`config.mk`:
```
export PLATFORM = sky130hd
export DESIGN_NAME = bptt_cell
export DESIGN_NICKNAME = d
export VERILOG_FILES = /design/src/design/bptt_pkg.sv /design/src/design/bptt_cell.sv
export SDC_FILE = /design/constraint.sdc
export NUM_CORES = 1
export LEC_CHECK = 0
export BUFFER_PORTS_ARGS = -buffer_cell sky130_fd_sc_hd__buf_2
export CORE_UTILIZATION = 51
export CTS_CLUSTER_SIZE = 40
export DETAILED_ROUTE_END_ITERATION = 8
export GPL_TIMING_DRIVEN = 1
export PLACE_DENSITY = 0.93
export REMOVE_ABC_BUFFERS = 1
export SYNTH_ARGS = -nofsm -noshare
export SYNTH_HDL_FRONTEND = slang
export SYNTH_SLANG_ARGS = --single-unit
export TNS_END_PERCENT = 5
```
`constraint.sdc`:
```
create_clock -name i_clk -period 12.7 [get_ports i_clk]
set_clock_uncertainty 0.1 [all_clocks]
set_input_delay 2.54 -clock i_clk [delete_from_list [all_inputs] [get_ports i_clk]]
set_output_delay 2.54 -clock i_clk [all_outputs]
set_load 0.02 [all_outputs]
```
`src/design/bptt_pkg.sv`:
```
`timescale 1ns / 1ps

package bptt_pkg;

    localparam int SLOTS  = 64;
    localparam int SLOT_W = (SLOTS > 1) ? $clog2(SLOTS) : 1;
    // Slot compares run at the wider of the index width and the port's slot field.
    localparam int CMP_W  = (SLOT_W > 6) ? SLOT_W : 6;
    localparam int CNT_W  = $clog2(SLOTS + 1);
    localparam int CNTX_W = (CNT_W > 7) ? CNT_W : 7;

    typedef enum logic [1:0] {
        OP_LOOKUP = 2'd0,
        OP_EVICT  = 2'd1,
        OP_FLUSH  = 2'd2,
        OP_DIRTY  = 2'd3
    } t_op;

    typedef enum logic [1:0] {
        S_IDLE,
        S_SCAN,
        S_HOLD
    } t_state;

    // Request token that walks the cell chain, collecting the scan results.
    typedef struct packed {
        logic              vld;
        t_op               op;
        logic [15:0]       fid;
        logic [31:0]       boff;
        logic [5:0]        slot;
        logic              found;
        logic [SLOT_W-1:0] pick;
        logic              pick_valid;
        logic              inv_found;
        logic [SLOT_W-1:0] inv_idx;
        logic [CNT_W-1:0]  count;
        logic              wb;
    } t_token;

    // Fill broadcast to all cells once a lookup has chosen its slot.
    typedef struct packed {
        logic              en;
        logic [SLOT_W-1:0] idx;
        logic [15:0]       fid;
        logic [31:0]       boff;
    } t_fill;

endpackage

```
`src/design/bptt_cell.sv`:
```
`timescale 1ns / 1ps

module bptt_cell (
    input  logic                   i_clk,
    input  logic                   i_rst_n,
    input  logic [bptt_pkg::SLOT_W-1:0] i_idx,
    input  bptt_pkg::t_token       i_tok,
    input  bptt_pkg::t_fill        i_fill,
    output bptt_pkg::t_token       o_tok
);
    import bptt_pkg::*;

    logic [15:0] r_file, n_file;
    logic [31:0] r_off,  n_off;
    logic        r_asg,  n_asg;
    logic        r_vld,  n_vld;
    logic        r_dty,  n_dty;
    t_token      r_tok,  n_tok;

    logic tag_hit;
    logic file_hit;
    logic slot_sel;

    assign file_hit = (r_file == i_tok.fid);
    assign tag_hit  = r_asg && file_hit && (r_off == i_tok.boff);
    assign slot_sel = (CMP_W'(i_tok.slot) == CMP_W'(i_idx));

    always_comb begin
        n_tok  = i_tok;
        n_file = r_file;
        n_off  = r_off;
        n_asg  = r_asg;
        n_vld  = r_vld;
        n_dty  = r_dty;

        if (i_tok.vld) begin
            case (i_tok.op)
                OP_LOOKUP: begin
                    // first match wins, last invalid slot is the fallback
                    if (!i_tok.found && tag_hit) begin
                        n_tok.found      = 1'b1;
                        n_tok.pick       = i_idx;
                        n_tok.pick_valid = r_vld;
                    end
                    if (!r_vld) begin
                        n_tok.inv_found = 1'b1;
                        n_tok.inv_idx   = i_idx;
                    end
                end
                OP_EVICT: begin
                    if (slot_sel) begin
                        n_tok.wb = r_dty;
                        n_vld    = 1'b0;
                    end
                end
                OP_FLUSH: begin
                    if (r_vld && file_hit) begin
                        n_vld       = 1'b0;
                        n_tok.count = i_tok.count + CNT_W'(1);
                    end
                end
                OP_DIRTY: begin
                    if (slot_sel) begin
                        n_dty = 1'b1;
                    end
                end
                default: begin
                end
            endcase
        end

        if (i_fill.en && (i_fill.idx == i_idx)) begin
            n_file = i_fill.fid;
            n_off  = i_fill.boff;
            n_asg  = 1'b1;
            n_vld  = 1'b1;
            n_dty  = 1'b0;
        end
    end

    always_ff @(posedge i_clk) begin
        r_file <= n_file;
        r_off  <= n_off;
        if (!i_rst_n) begin
            r_asg     <= 1'b0;
            r_vld     <= 1'b0;
            r_dty     <= 1'b0;
            r_tok.vld <= 1'b0;
        end else begin
            r_asg <= n_asg;
            r_vld <= n_vld;
            r_dty <= n_dty;
            r_tok <= n_tok;
        end
    end

    assign o_tok = r_tok;

endmodule

```
==> results of run 1 <==
## layout make-up
cell class / count / area, um2
well taps: 129 / 161
clock inverters: 14 / 225
fillers: 645 / 2440
repair buffers: 223 / 1120
clock buffers: 18 / 418
multi-input cells: 134 / 1100
flip-flops and latches: 131 / 3890
inverters: 4 / 15.0
## routing by layer
| layer | share of wire, % | global-route usage [%] |
|---|---|---|
| met3 | 7.4 | 6.76 |
| met1 | 36 | 23.0 |
| met2 | 55 | 41.4 |
| met5 | 0 | 0 |
| met4 | 1.0 | 7.58 |
## power breakdown
part / leakage (nW) / switching (W) / internal (W)
registers: 1.24 / 0.00000602 / 0.000500
logic: 1.31 / 0.0000600 / 0.0000402
clock network: 0.314 / 0.000182 / 0.000342
total: 2.86 / 0.000248 / 0.000882
## worst register-to-register path, cell delays in order (launching register included)
cell                       delay (ps)
sky130_fd_sc_hd__edfxtp_1         400
sky130_fd_sc_hd__xor2_1           160
sky130_fd_sc_hd__nor4_1           350
sky130_fd_sc_hd__nand4_1          470
sky130_fd_sc_hd__or4_4            740
sky130_fd_sc_hd__mux2_4           330
## cell families after synthesis
logic type | after synthesis
AOI/OAI and AO/OA | 6
DFF | 131
xor gates and xnor gates | 63
buffers and inverters | 5
adders and majority gates | 1
muxes | 15
and+or+nand+nor | 49
## stage by stage
stage	instances	worst slack [ps]	utilization (%)
after floorplan	269	4440	-
after global placement	621	7610	67.1
after detailed placement	621	7560	67.1
after CTS	653	8090	74.0
after global routing	653	7990	74.0
final	653	8130	74.0
## synthesized netlist by cell type (2+ instances only)
| library cell | n | area share, % |
|---|---|---|
| sky130_fd_sc_hd__dfxtp_1 | 4 | 1.6 |
| sky130_fd_sc_hd__edfxtp_1 | 127 | 76 |
| sky130_fd_sc_hd__inv_1 | 4 | 0.30 |
| sky130_fd_sc_hd__mux2_2 | 8 | 1.8 |
| sky130_fd_sc_hd__mux2_4 | 7 | 2.1 |
| sky130_fd_sc_hd__nand2_1 | 6 | 0.45 |
| sky130_fd_sc_hd__nand2b_1 | 2 | 0.25 |
| sky130_fd_sc_hd__nand3_1 | 5 | 0.50 |
| sky130_fd_sc_hd__nand4_1 | 6 | 0.75 |
| sky130_fd_sc_hd__nor2_1 | 2 | 0.15 |
| sky130_fd_sc_hd__nor3_1 | 6 | 0.60 |
| sky130_fd_sc_hd__nor4_1 | 13 | 1.6 |
| sky130_fd_sc_hd__or4_4 | 2 | 0.45 |
| sky130_fd_sc_hd__xnor2_1 | 19 | 3.3 |
| sky130_fd_sc_hd__xor2_1 | 44 | 7.7 |
## flip-flops by register name (all words and copies together), names as in the netlist
| signal | count |
|---|---|
| r_vld | 1 |
| r_dty | 1 |
| o_tok | 80 |
| r_asg | 1 |
| r_off | 32 |
| r_file | 16 |
## worst paths after layout
kind / end / from / slack, ps
max: o_tok[16] / i_tok[69] / 8130
min: r_asg / r_asg / 400
max reg2reg: o_tok[16] / r_file[10] / 9900
min reg2reg: r_asg / r_asg / 400
==> results.txt, run 1 <==
The first global-routing pass estimated 16.3 mm of wire. Yosys mapped the design onto 30 distinct sky130hd cell types. The leading cell type in the layout, fill and taps excluded is sky130_fd_sc_hd__buf_2. The number of buffers and inverters on the critical path is 1. The H-tree generated during clock tree synthesis spans 4 levels. The leakage power figure came out at 2.86 nW. The final-report max-slew violation count is 0. From bottom edge to top edge, the die measures 101 um.

The post-synthesis share of cell area spent on full adders, half adders and majority gates came out at 0.250%. For the worst-skew pair, the clock arrives at the later sink with an insertion delay of 500 ps. Leaving out fill and tap cells, the most frequent cells in the layout are 221 x sky130_fd_sc_hd__buf_2, 127 x sky130_fd_sc_hd__edfxtp_1, 44 x sky130_fd_sc_hd__xor2_1, 19 x sky130_fd_sc_hd__xnor2_1, 16 x sky130_fd_sc_hd__clkbuf_16. The critical path in this run is classified as in -> reg. After layout, the design draws a total of 0.00113 W. In this run the power density over the cells is 163 nW/um2.

The number of setup buffers added after CTS is 0. The final hold slack is 395 ps. The congestion estimate from routability-driven global placement came to 0.747. The Yosys step of the flow raised 0 warnings. The maximum root-to-sink buffer count is 2. The final hold violation count is 0. The floorplan step set the die width to 101 um. The clock tree root driver cell is sky130_fd_sc_hd__clkbuf_8. The transition at the pin with the smallest max-transition slack came out at 1090 ps. The starting density of the core is 53.5%. The die outline area came out at 10200 um2. STA puts the critical path data arrival time at 4710 ps. The number of buffers created by CTS is 17. Traced cell by cell, the critical path runs through buf_2 -> xor2_1 -> nor4_1 -> nand4_1 -> or4_4 -> mux2_4. The sequential area share after synthesis came out at 77.6%. Setup repair after global routing left no endpoint under its margin. The type of destination of the critical path is a flip-flop. The number of enable flip-flop cells after synthesis came out at 127. The number of global-route vias before repair came out at 3390. The total half-perimeter wirelength after legalization and detailed placement is 8.15 mm.

The async set-reset flop share out of synthesis came out at 0%. The number of max-cap violations is 0. The post-synthesis average cell area came out at 18.6 um2. The largest vdd supply drop came out at 0.130 mV. The detailed-route via count came out at 3243. The fmax came out at 219 MHz. The post-synthesis simple-gate area fraction is 5.76%. In this run the worst hold path is classified as reg -> reg. The synthesized design contains 131 register bits. The I/O pin count came out at 223. The worst slew margin relative to its limit is 26.9%.

The critical path crosses 6 cells after its start point. The final non-filler cell area came out at 6940 um2. Compared with the post-synthesis result, the final layout area differs by 38.3%. The worst reg2reg path depth is 5. The setup violation total in the final timing report came out at 0.

The largest net degree at the start of global routing is 85. The core footprint came out at 9370 um2. The initial antenna violation count is 0.

The most used flip-flop cell after synthesis is sky130_fd_sc_hd__edfxtp_1. The number of hold buffers added after CTS is 0. The family of cells with the greatest summed delay on the critical path is simple AND/OR/NAND/NOR gates. The slowest stage of the critical path belongs to the cell sky130_fd_sc_hd__or4_4. The count of nets left with antenna violations after detail routing came out at 0. The synthesized-area fraction occupied by ao, oa, aoi and oai cells is 0.923%. The worst setup path is launched from an input pin. Summing the areas of all xor and xnor instances in the mapped netlist gives 11.0% of the synthesized area. The instance count of the mapped netlist is 270. In the routed layout, each cell is associated on average with a via count of 4.97.

In this run the core area contains 35 standard-cell rows. The mapped netlist covers 5010 um2. The CTS clock-pin slew for the worst setup and hold paths is 60 ps. The flow ran to the end, and the final reports show no timing, DRC or antenna violations. The share of cells above drive strength 1 came out at 52.1%. The hold-critical path depth came out at 1. The detailed router's first-iteration violation count is 65. For this run, the detailed router's first-pass iteration total came to 4. The final global-route overflow total came out at 0. The layout net count is 655.

The post-place instance area is 6290 um2. In the final routed layout, each cell accounts on average for 16.7 um. The fraction of synthesized area in multiplexers came out at 3.89%. The number of antenna repair diodes came out at 0. The number of cells upsized or downsized after cts came out at 0. The global routing usage summed across all routing layers is 21.9%. The largest stage delay on the critical path came out at 740 ps. The data required time of the critical path is 12840 ps. The clock net in this run drives a total of 131 sinks. The biggest fanout along the worst timing path is 9. TritonCTS built the clock tree.

The DRC violation count after routing came out at 0. For the final routed database, the setup TNS stands at 0 ps. The period utilization is 36.0%. In this run the tool buffered the top-level ports with 222 buffer cells. The total routed wirelength came out at 10.9 mm. After synthesis, the largest family of logic cells by area is XOR/XNOR gates. The clock period minus worst slack is 4570 ps.
(Power assumes the default switching activity.)
==> run 2: changes to the inputs <==
- CORE_UTILIZATION: 51 -> 42
- PLACE_DENSITY: 0.93 -> 0.83
- clock period: 12.7 -> 4 ns (I/O delays scaled with it)
==> run 2 against run 1 <==
  * The flow now finishes with violations (DRC)
  * Sequential power rose to 3.2 times the previous value
  * Largest power group is now registers
  * Register-to-register slack worse by 8500 ps
  * Non-clock buffer count rose by 2
==> results.txt, run 2 (synthesis results as in run 1) <==
The count of nets left with antenna violations after detail routing was 0 (unchanged). The worst-skew pair later-pin latency came out at 410 ps (was 500 ps). The transition at the pin with the smallest max-transition slack was 1080 ps (was 1090 ps). The number of iterations in the first detailed-routing pass is 7 (was 4). The number of antenna repair diodes was 0 (unchanged). The final hold slack is 366 ps (was 395 ps). The quantity of I/O buffers inserted on ports is 222 (unchanged).

The capture instance of the worst register-to-register path is o_tok[21] (was o_tok[16]). The starting density of the core is 43.5% (was 53.5%). The fmax came out at 362 MHz. The count of fill cells added during filler insertion came out at 870 (was 645). The core footprint came out at 11500 um2 (was 9370 um2). The layout net count came out at 657 (was 655). The H-tree depth is 4 (unchanged).

The relative area change from synthesis to final layout came out at 37.8% (was 38.3%). The placer congestion estimate is 0.782 (was 0.747). The largest net degree at the start of global routing came out at 85 (unchanged). The die extent in y came out at 111 um (was 101 um). The detailed router's first-iteration violation count came out at 235 (was 65). The hold-critical path depth was 1 (unchanged).

The CTS clock-pin slew for the worst setup and hold paths came out at 50 ps (was 60 ps). The I/O pin count came out at 223 (unchanged). The clock period minus worst slack is 2760 ps. The leakage power figure came to 2.85 nW (was 2.86 nW).

The launch point of the critical path is i_tok[50] (was i_tok[69]). The global routing usage summed across all routing layers is 18.3% (was 21.9%). The data required time of the critical path is 4050 ps (was 12840 ps). The flip-flop and latch area came to 3890 um2 (unchanged). The total number of clock tree sinks was 131 (unchanged). The largest vdd supply drop was 0.282 mV (was 0.130 mV).

Top library cells by usage in the layout, fill and taps aside: 221 x sky130_fd_sc_hd__buf_2, 127 x sky130_fd_sc_hd__edfxtp_1, 44 x sky130_fd_sc_hd__xor2_1, 19 x sky130_fd_sc_hd__xnor2_1, 17 x sky130_fd_sc_hd__clkbuf_16 (was 221 x sky130_fd_sc_hd__buf_2, 127 x sky130_fd_sc_hd__edfxtp_1, 44 x sky130_fd_sc_hd__xor2_1, 19 x sky130_fd_sc_hd__xnor2_1, 16 x sky130_fd_sc_hd__clkbuf_16). The minimum setup slack among reg-to-reg paths came out at 1380 ps (was 9900 ps). The worst slew margin relative to its limit is 28.2% (was 26.9%). The final global-route overflow total came out at 0 (unchanged). The worst min-delay path category is reg -> reg (unchanged).

The number of flip-flops in the largest register is 80 (unchanged). The number of global-route vias before repair was 3321 (was 3390). The global-route wire length before repair came out at 16.7 mm (was 16.3 mm). The DRC violation count after routing is 36 (was 0). The worst reg2reg path depth came out at 5 (unchanged). The number of buffers created by CTS is 17 (unchanged). The power density over the cells came out at 497 nW/um2 (was 163 nW/um2). The final hold violation count is 0 (unchanged). The worst endpoint data arrival time is 2820 ps (was 4710 ps). Unrepaired setup endpoints after global routing: no (unchanged). The number of max-cap violations is 0 (unchanged). The wire length per cell after detailed routing is 16.5 um (was 16.7 um). The initial antenna violation count came out at 0 (unchanged). The checks that failed: DRC. The number of cells upsized or downsized after cts came to 0 (unchanged). The number of standard-cell rows in the floorplan is 39 (was 35). The type of destination of the critical path is a flip-flop (unchanged). The clock tree root driver cell is sky130_fd_sc_hd__clkbuf_16 (was sky130_fd_sc_hd__clkbuf_8).

The ratio of routed vias to standard cells was 4.80 (was 4.97). The leading cell type in the layout, fill and taps excluded is sky130_fd_sc_hd__buf_2 (unchanged). The worst setup path endpoint is o_tok[21] (was o_tok[16]).

The area of the multi-input gates is 1100 um2 (unchanged). The die outline area is 12400 um2 (was 10200 um2). The final-report max-slew violation count is 0 (unchanged).

The share of cells above drive strength 1 came out at 51.5% (was 52.1%). The detailed-route via count came out at 3209 (was 3243). The biggest fanout along the worst timing path came out at 7 (was 9). The final critical path takes up 69.1% of the cycle. The maximum root-to-sink buffer count is 2 (unchanged).

The number of hold buffers added after CTS is 0 (unchanged). The startpoint class of the critical path is an input pin (unchanged). The power after layout came to 0.00344 W (was 0.00113 W). The launch point of the worst reg-to-reg path is r_off[21] (was r_file[10]). Status: finished, violations left (was complete, no violations). The total half-perimeter wirelength after legalization and detailed placement came out at 8.02 mm (was 8.15 mm).

The horizontal die dimension was 111 um (was 101 um). The setup violation total in the final timing report is 0 (unchanged). The TritonCTS clock tree was done (unchanged). The number of buffers inserted to repair setup after CTS is 0 (unchanged). The total routed wirelength is 11.0 mm (was 10.9 mm). The class of the most critical setup path is in -> reg (unchanged).
-- run 2: cell types whose count changed in the layout (fill, tap and decap cells not counted), sizes merged --
cell    delta
clkbuf     +9
bufinv     -3
clkinv     -3
inv        -3
buf        +2
-- run 2: worst min path at each step --
stage	start	end	slack (ps)
2_1_floorplan	r_asg	r_asg	340
3_3_place_gp	r_asg	r_asg	350
3_5_place_dp	r_asg	r_asg	360
4_1_cts	r_asg	r_asg	370
5_1_grt	r_asg	r_asg	400
6_report	r_asg	r_asg	370
-- run 2: metrics by stage --
step	worst slack (ps)	cells	utilization (%)	TNS (ps)	area, um2
CTS	1250	669	60.0	0	6910
finish	1240	669	60.0	0	6910
detailed placement	815	637	54.9	0	6320
global placement	787	637	54.9	0	6320
global route	1180	669	60.0	0	6910
floorplan	-2520	269	-	-126800	5000
-- run 2: power by group --
group | total, W | internal [W] | switching [W]
logic | 0.000318 | 0.000128 | 0.000190
clock network | 0.00151 | 0.000997 | 0.000516
registers | 0.00161 | 0.00159 | 0.0000190
total | 0.00344 | 0.00271 | 0.000725
-- run 2: layout make-up --
type	instances	area share (%)
Clock inverter	5	1.09
Inverter	4	0.217
Multi-Input combinational cell	134	15.9
Tap cell	143	2.59
Sequential cell	131	56.3
Timing Repair Buffer	225	16.4
Clock buffer	27	7.42
-- run 2: critical path: stages --
cell                      delay [ps]
sky130_fd_sc_hd__buf_2           110
sky130_fd_sc_hd__xor2_1          150
sky130_fd_sc_hd__nor4_1          520
sky130_fd_sc_hd__nand4_1         230
sky130_fd_sc_hd__or4_4           670
sky130_fd_sc_hd__mux2_4          330
-- run 2: layer usage --
layer / wire length [um] / vias to the layer above / track usage, %
met5: 0 / - / 0
met4: 210 / 0 / 8.11
met3: 937 / 20 / 7.00
met2: 5540 / 166 / 31.5
met1: 4320 / 1496 / 20.2
li1: - / 1527 / -
==> run 3: changes to the inputs <==
- ABC_AREA: default -> 1
- CORE_UTILIZATION: 42 -> 48
- PLACE_DENSITY: 0.83 -> 0.88
- clock period: 4 -> 2.6 ns (I/O delays scaled with it)
==> run 3 against run 2 <==
  * The run now ends clean
  * Setup slack worse by 550 ps
  * Die area decreased by 5.7%
  * Critical path type is now reg -> reg
  * Hold slack lost 290 ps
  * Largest power group unchanged
==> results.txt, run 3 <==
The worst slew margin relative to its limit came out at 70.1% (was 28.2%). The setup violation total in the final timing report came out at 0 (unchanged). The number of cells upsized or downsized after cts came out at 0 (unchanged). The clock tree root driver cell is sky130_fd_sc_hd__clkbuf_8 (was sky130_fd_sc_hd__clkbuf_16).

The data required time of the critical path came to 2760 ps (was 4050 ps). The DRC violation count after routing came out at 0 (was 36). The distinct cell type count after synthesis is 30 (unchanged). The maximum root-to-sink buffer count is 2 (unchanged). The detailed router's first-iteration violation count was 249 (was 235). The number of global-route vias before repair is 4156 (was 3321).

The most frequent cell on the critical path is sky130_fd_sc_hd__nand2_1. The die extent in y is 108 um (was 111 um). The post-synthesis average cell area came to 12.3 um2 (was 18.6 um2).

The type of destination of the critical path was a flip-flop (unchanged). The most used flip-flop cell after synthesis is sky130_fd_sc_hd__edfxtp_1 (unchanged). The layout net count came out at 825 (was 657). The number of flip-flops in the largest register is 80 (unchanged). The TritonCTS clock tree was done (unchanged). The worst-skew pair later-pin latency came out at 510 ps (was 410 ps).

The worst min-delay path category is in -> reg (was reg -> reg). The count of nets left with antenna violations after detail routing is 0 (unchanged). The startpoint class of the critical path is a flip-flop (was input pin). The dominant cell type by area after synthesis was sky130_fd_sc_hd__edfxtp_1 (unchanged).

The number of buffers created by CTS is 17 (unchanged). The relative area change from synthesis to final layout came out at 35.5% (was 37.8%). The number of max-cap violations is 0 (unchanged). The core footprint is 10900 um2 (was 11500 um2). The most used standard cell by instance count after synthesis was sky130_fd_sc_hd__edfxtp_1 (unchanged). The final-layout setup total negative slack came out at 0 ps (unchanged).

The total routed wirelength is 13.1 mm (was 11.0 mm). The count of fill cells added during filler insertion came out at 795 (was 870). The leading cell type in the layout, fill and taps excluded is sky130_fd_sc_hd__buf_2 (unchanged). The final-report max-slew violation count came out at 0 (unchanged). The setup slack after layout came to 683 ps (was 1240 ps). The global routing usage summed across all routing layers came to 22.9% (was 18.3%). Unrepaired setup endpoints after global routing: no (unchanged). The CTS clock-pin slew for the worst setup and hold paths is 60 ps (was 50 ps). The horizontal die dimension is 108 um (was 111 um). Cells traversed along the worst timing path: nand2_1 -> nand2_1 -> nor2_1 -> nand2_1 -> nor2_4 -> nand2_4 -> nor2_4 -> nand3_4 -> nand2_1 -> nand2_1 (was buf_2 -> xor2_1 -> nor4_1 -> nand4_1 -> or4_4 -> mux2_4).

The number of standard-cell rows in the floorplan is 38 (was 39). The share of cells above drive strength 1 is 38.6% (was 51.5%). The period utilization is 73.7%. Cell types with the largest area share after synthesis: sky130_fd_sc_hd__edfxtp_1 71%, sky130_fd_sc_hd__nand2_1 6.9%, sky130_fd_sc_hd__inv_1 4.9%, sky130_fd_sc_hd__nor2_1 2.6%, sky130_fd_sc_hd__xor2_1 2.4% (was sky130_fd_sc_hd__edfxtp_1 76%, sky130_fd_sc_hd__xor2_1 7.7%, sky130_fd_sc_hd__xnor2_1 3.3%, sky130_fd_sc_hd__mux2_4 2.1%, sky130_fd_sc_hd__mux2_2 1.8%). The combined area of all synthesized cells is 5400 um2 (was 5010 um2). The starting density of the core came out at 49.6% (was 43.5%). The largest vdd supply drop was 0.482 mV (was 0.282 mV). The global-route wire length before repair came out at 19.4 mm (was 16.7 mm).

The sequential area share after synthesis was 72.1% (was 77.6%). The final global-route overflow total came to 0 (unchanged). The ratio of routed vias to standard cells is 4.93 (was 4.80).

Based on the critical path, the design can be clocked at up to 522 MHz. The final hold violation count is 0 (unchanged). The number of enable flip-flop cells after synthesis came out at 127 (unchanged). The setup slack after placement came out at 325 ps (was 815 ps). The share of Yosys cell area claimed by the top area cell type came out at 70.6% (was 76.0%). The final hold slack was 78.9 ps (was 366 ps). The quantity of I/O buffers inserted on ports is 222 (unchanged). The buffering stage count on the worst path with inverters included is 0 (was 1).

The wire length per cell after detailed routing came out at 15.7 um (was 16.5 um). The die outline area is 11700 um2 (was 12400 um2). The number of antenna repair diodes came out at 0 (unchanged). The biggest fanout along the worst timing path came out at 9 (was 7). The largest net degree at the start of global routing came out at 52 (was 85). The leakage power figure came to 3.38 nW (was 2.85 nW). The initial antenna violation count is 0 (unchanged). The largest stage delay on the critical path is 390 ps (was 670 ps).

The I/O pin count came to 223 (unchanged). The number of buffers inserted to repair setup after CTS was 0 (unchanged). The highest-delay cell along the critical path is sky130_fd_sc_hd__edfxtp_1 (was sky130_fd_sc_hd__or4_4). The worst endpoint data arrival time is 2080 ps (was 2820 ps). The number of synthesized register bits came out at 131 (unchanged). The total number of clock tree sinks is 131 (unchanged). Top library cells by usage in the layout, fill and taps aside: 221 x sky130_fd_sc_hd__buf_2, 127 x sky130_fd_sc_hd__edfxtp_1, 99 x sky130_fd_sc_hd__nand2_1, 70 x sky130_fd_sc_hd__inv_1, 37 x sky130_fd_sc_hd__nor2_1 (was 221 x sky130_fd_sc_hd__buf_2, 127 x sky130_fd_sc_hd__edfxtp_1, 44 x sky130_fd_sc_hd__xor2_1, 19 x sky130_fd_sc_hd__xnor2_1, 17 x sky130_fd_sc_hd__clkbuf_16).

The transition at the pin with the smallest max-transition slack is 448 ps (was 1080 ps). The number of iterations in the first detailed-routing pass is 5 (was 7). The placer congestion estimate came out at 0.863 (was 0.782). The instance count of the mapped netlist came to 439 (was 270). The number of hold buffers added after CTS is 0 (unchanged).

The power after layout is 0.00531 W (was 0.00344 W). The worst path needs 1920 ps of the cycle, external delays included. The H-tree depth came out at 4 (unchanged). The power density over the cells came out at 725 nW/um2 (was 497 nW/um2). Top cells by instance count after synthesis: 127 x sky130_fd_sc_hd__edfxtp_1, 99 x sky130_fd_sc_hd__nand2_1, 70 x sky130_fd_sc_hd__inv_1 (was 127 x sky130_fd_sc_hd__edfxtp_1, 44 x sky130_fd_sc_hd__xor2_1, 19 x sky130_fd_sc_hd__xnor2_1). The count of warnings emitted by yosys is 0 (unchanged). The total half-perimeter wirelength after legalization and detailed placement is 9.75 mm (was 8.02 mm). The detailed-route via count came out at 4109 (was 3209). The family of cells with the greatest summed delay on the critical path was simple AND/OR/NAND/NOR gates (unchanged). The class of the most critical setup path is reg -> reg (was in -> reg). Status: complete, no violations (was finished, violations left). The async set-reset flop share out of synthesis was 0% (unchanged).
## run 3: cells by family after synthesis
logic type | after synthesis | synth area share (%)
mux | 2 | 0.394
simple gates | 181 | 15.6
xor+xnor | 20 | 3.24
compound gates | 31 | 3.31
flops | 131 | 72.1
fa+ha+maj | 1 | 0.232
buf+inv | 73 | 5.10
## run 3: path summary, 6_finish.rpt
kind	start	endpoint	slack (ps)	cells after the start
max	r_file[7]	o_tok[15]	680	10
min	i_fill[2]	r_off[2]	80	1
max reg2reg	r_file[7]	o_tok[15]	680	10
min reg2reg	r_asg	r_asg	380	2
## run 3: area by class of cell
| cell class | count | area [um2] | area share, % |
|---|---|---|---|
| clock inverter | 14 | 161 | 2.21 |
| timing repair buffer | 225 | 1160 | 15.9 |
| inverter | 71 | 267 | 3.64 |
| multi-input combinational | 235 | 1240 | 16.9 |
| sequential | 131 | 3890 | 53.2 |
| tap | 140 | 175 | 2.40 |
| clock buffer | 18 | 418 | 5.71 |
## run 3: layer usage
metal,up-vias,track usage [%],share of wire (%)
met1,1888,23.1,34
met2,224,42.4,54
li1,1973,-,-
met4,0,10.9,2.4
met3,24,7.47,9.0
met5,-,0,0
## run 3: metrics by stage
step	utilization, %	std cells	cell area (um2)
floorplan	-	437	5390
global placement	61.8	802	6730
detailed placement	61.8	802	6730
CTS	67.2	834	7310
global route	67.2	834	7310
finish	67.2	834	7310
## run 3: worst reg2reg max path: stages (launching register included)
cell                       delay (ps)
sky130_fd_sc_hd__edfxtp_1         390
sky130_fd_sc_hd__nand2_1          100
sky130_fd_sc_hd__nand2_1           80
sky130_fd_sc_hd__nor2_1           110
sky130_fd_sc_hd__nand2_1          100
sky130_fd_sc_hd__nor2_4           180
sky130_fd_sc_hd__nand2_4          100
sky130_fd_sc_hd__nor2_4           230
sky130_fd_sc_hd__nand3_4          130
sky130_fd_sc_hd__nand2_1           90
sky130_fd_sc_hd__nand2_1           60
## run 3: report_power, final
group / switching, W / total [W] / internal [W]
clock network: 0.000857 / 0.00231 / 0.00145
registers: 0.0000306 / 0.00247 / 0.00244
logic: 0.000330 / 0.000524 / 0.000193
total: 0.00122 / 0.00531 / 0.00409
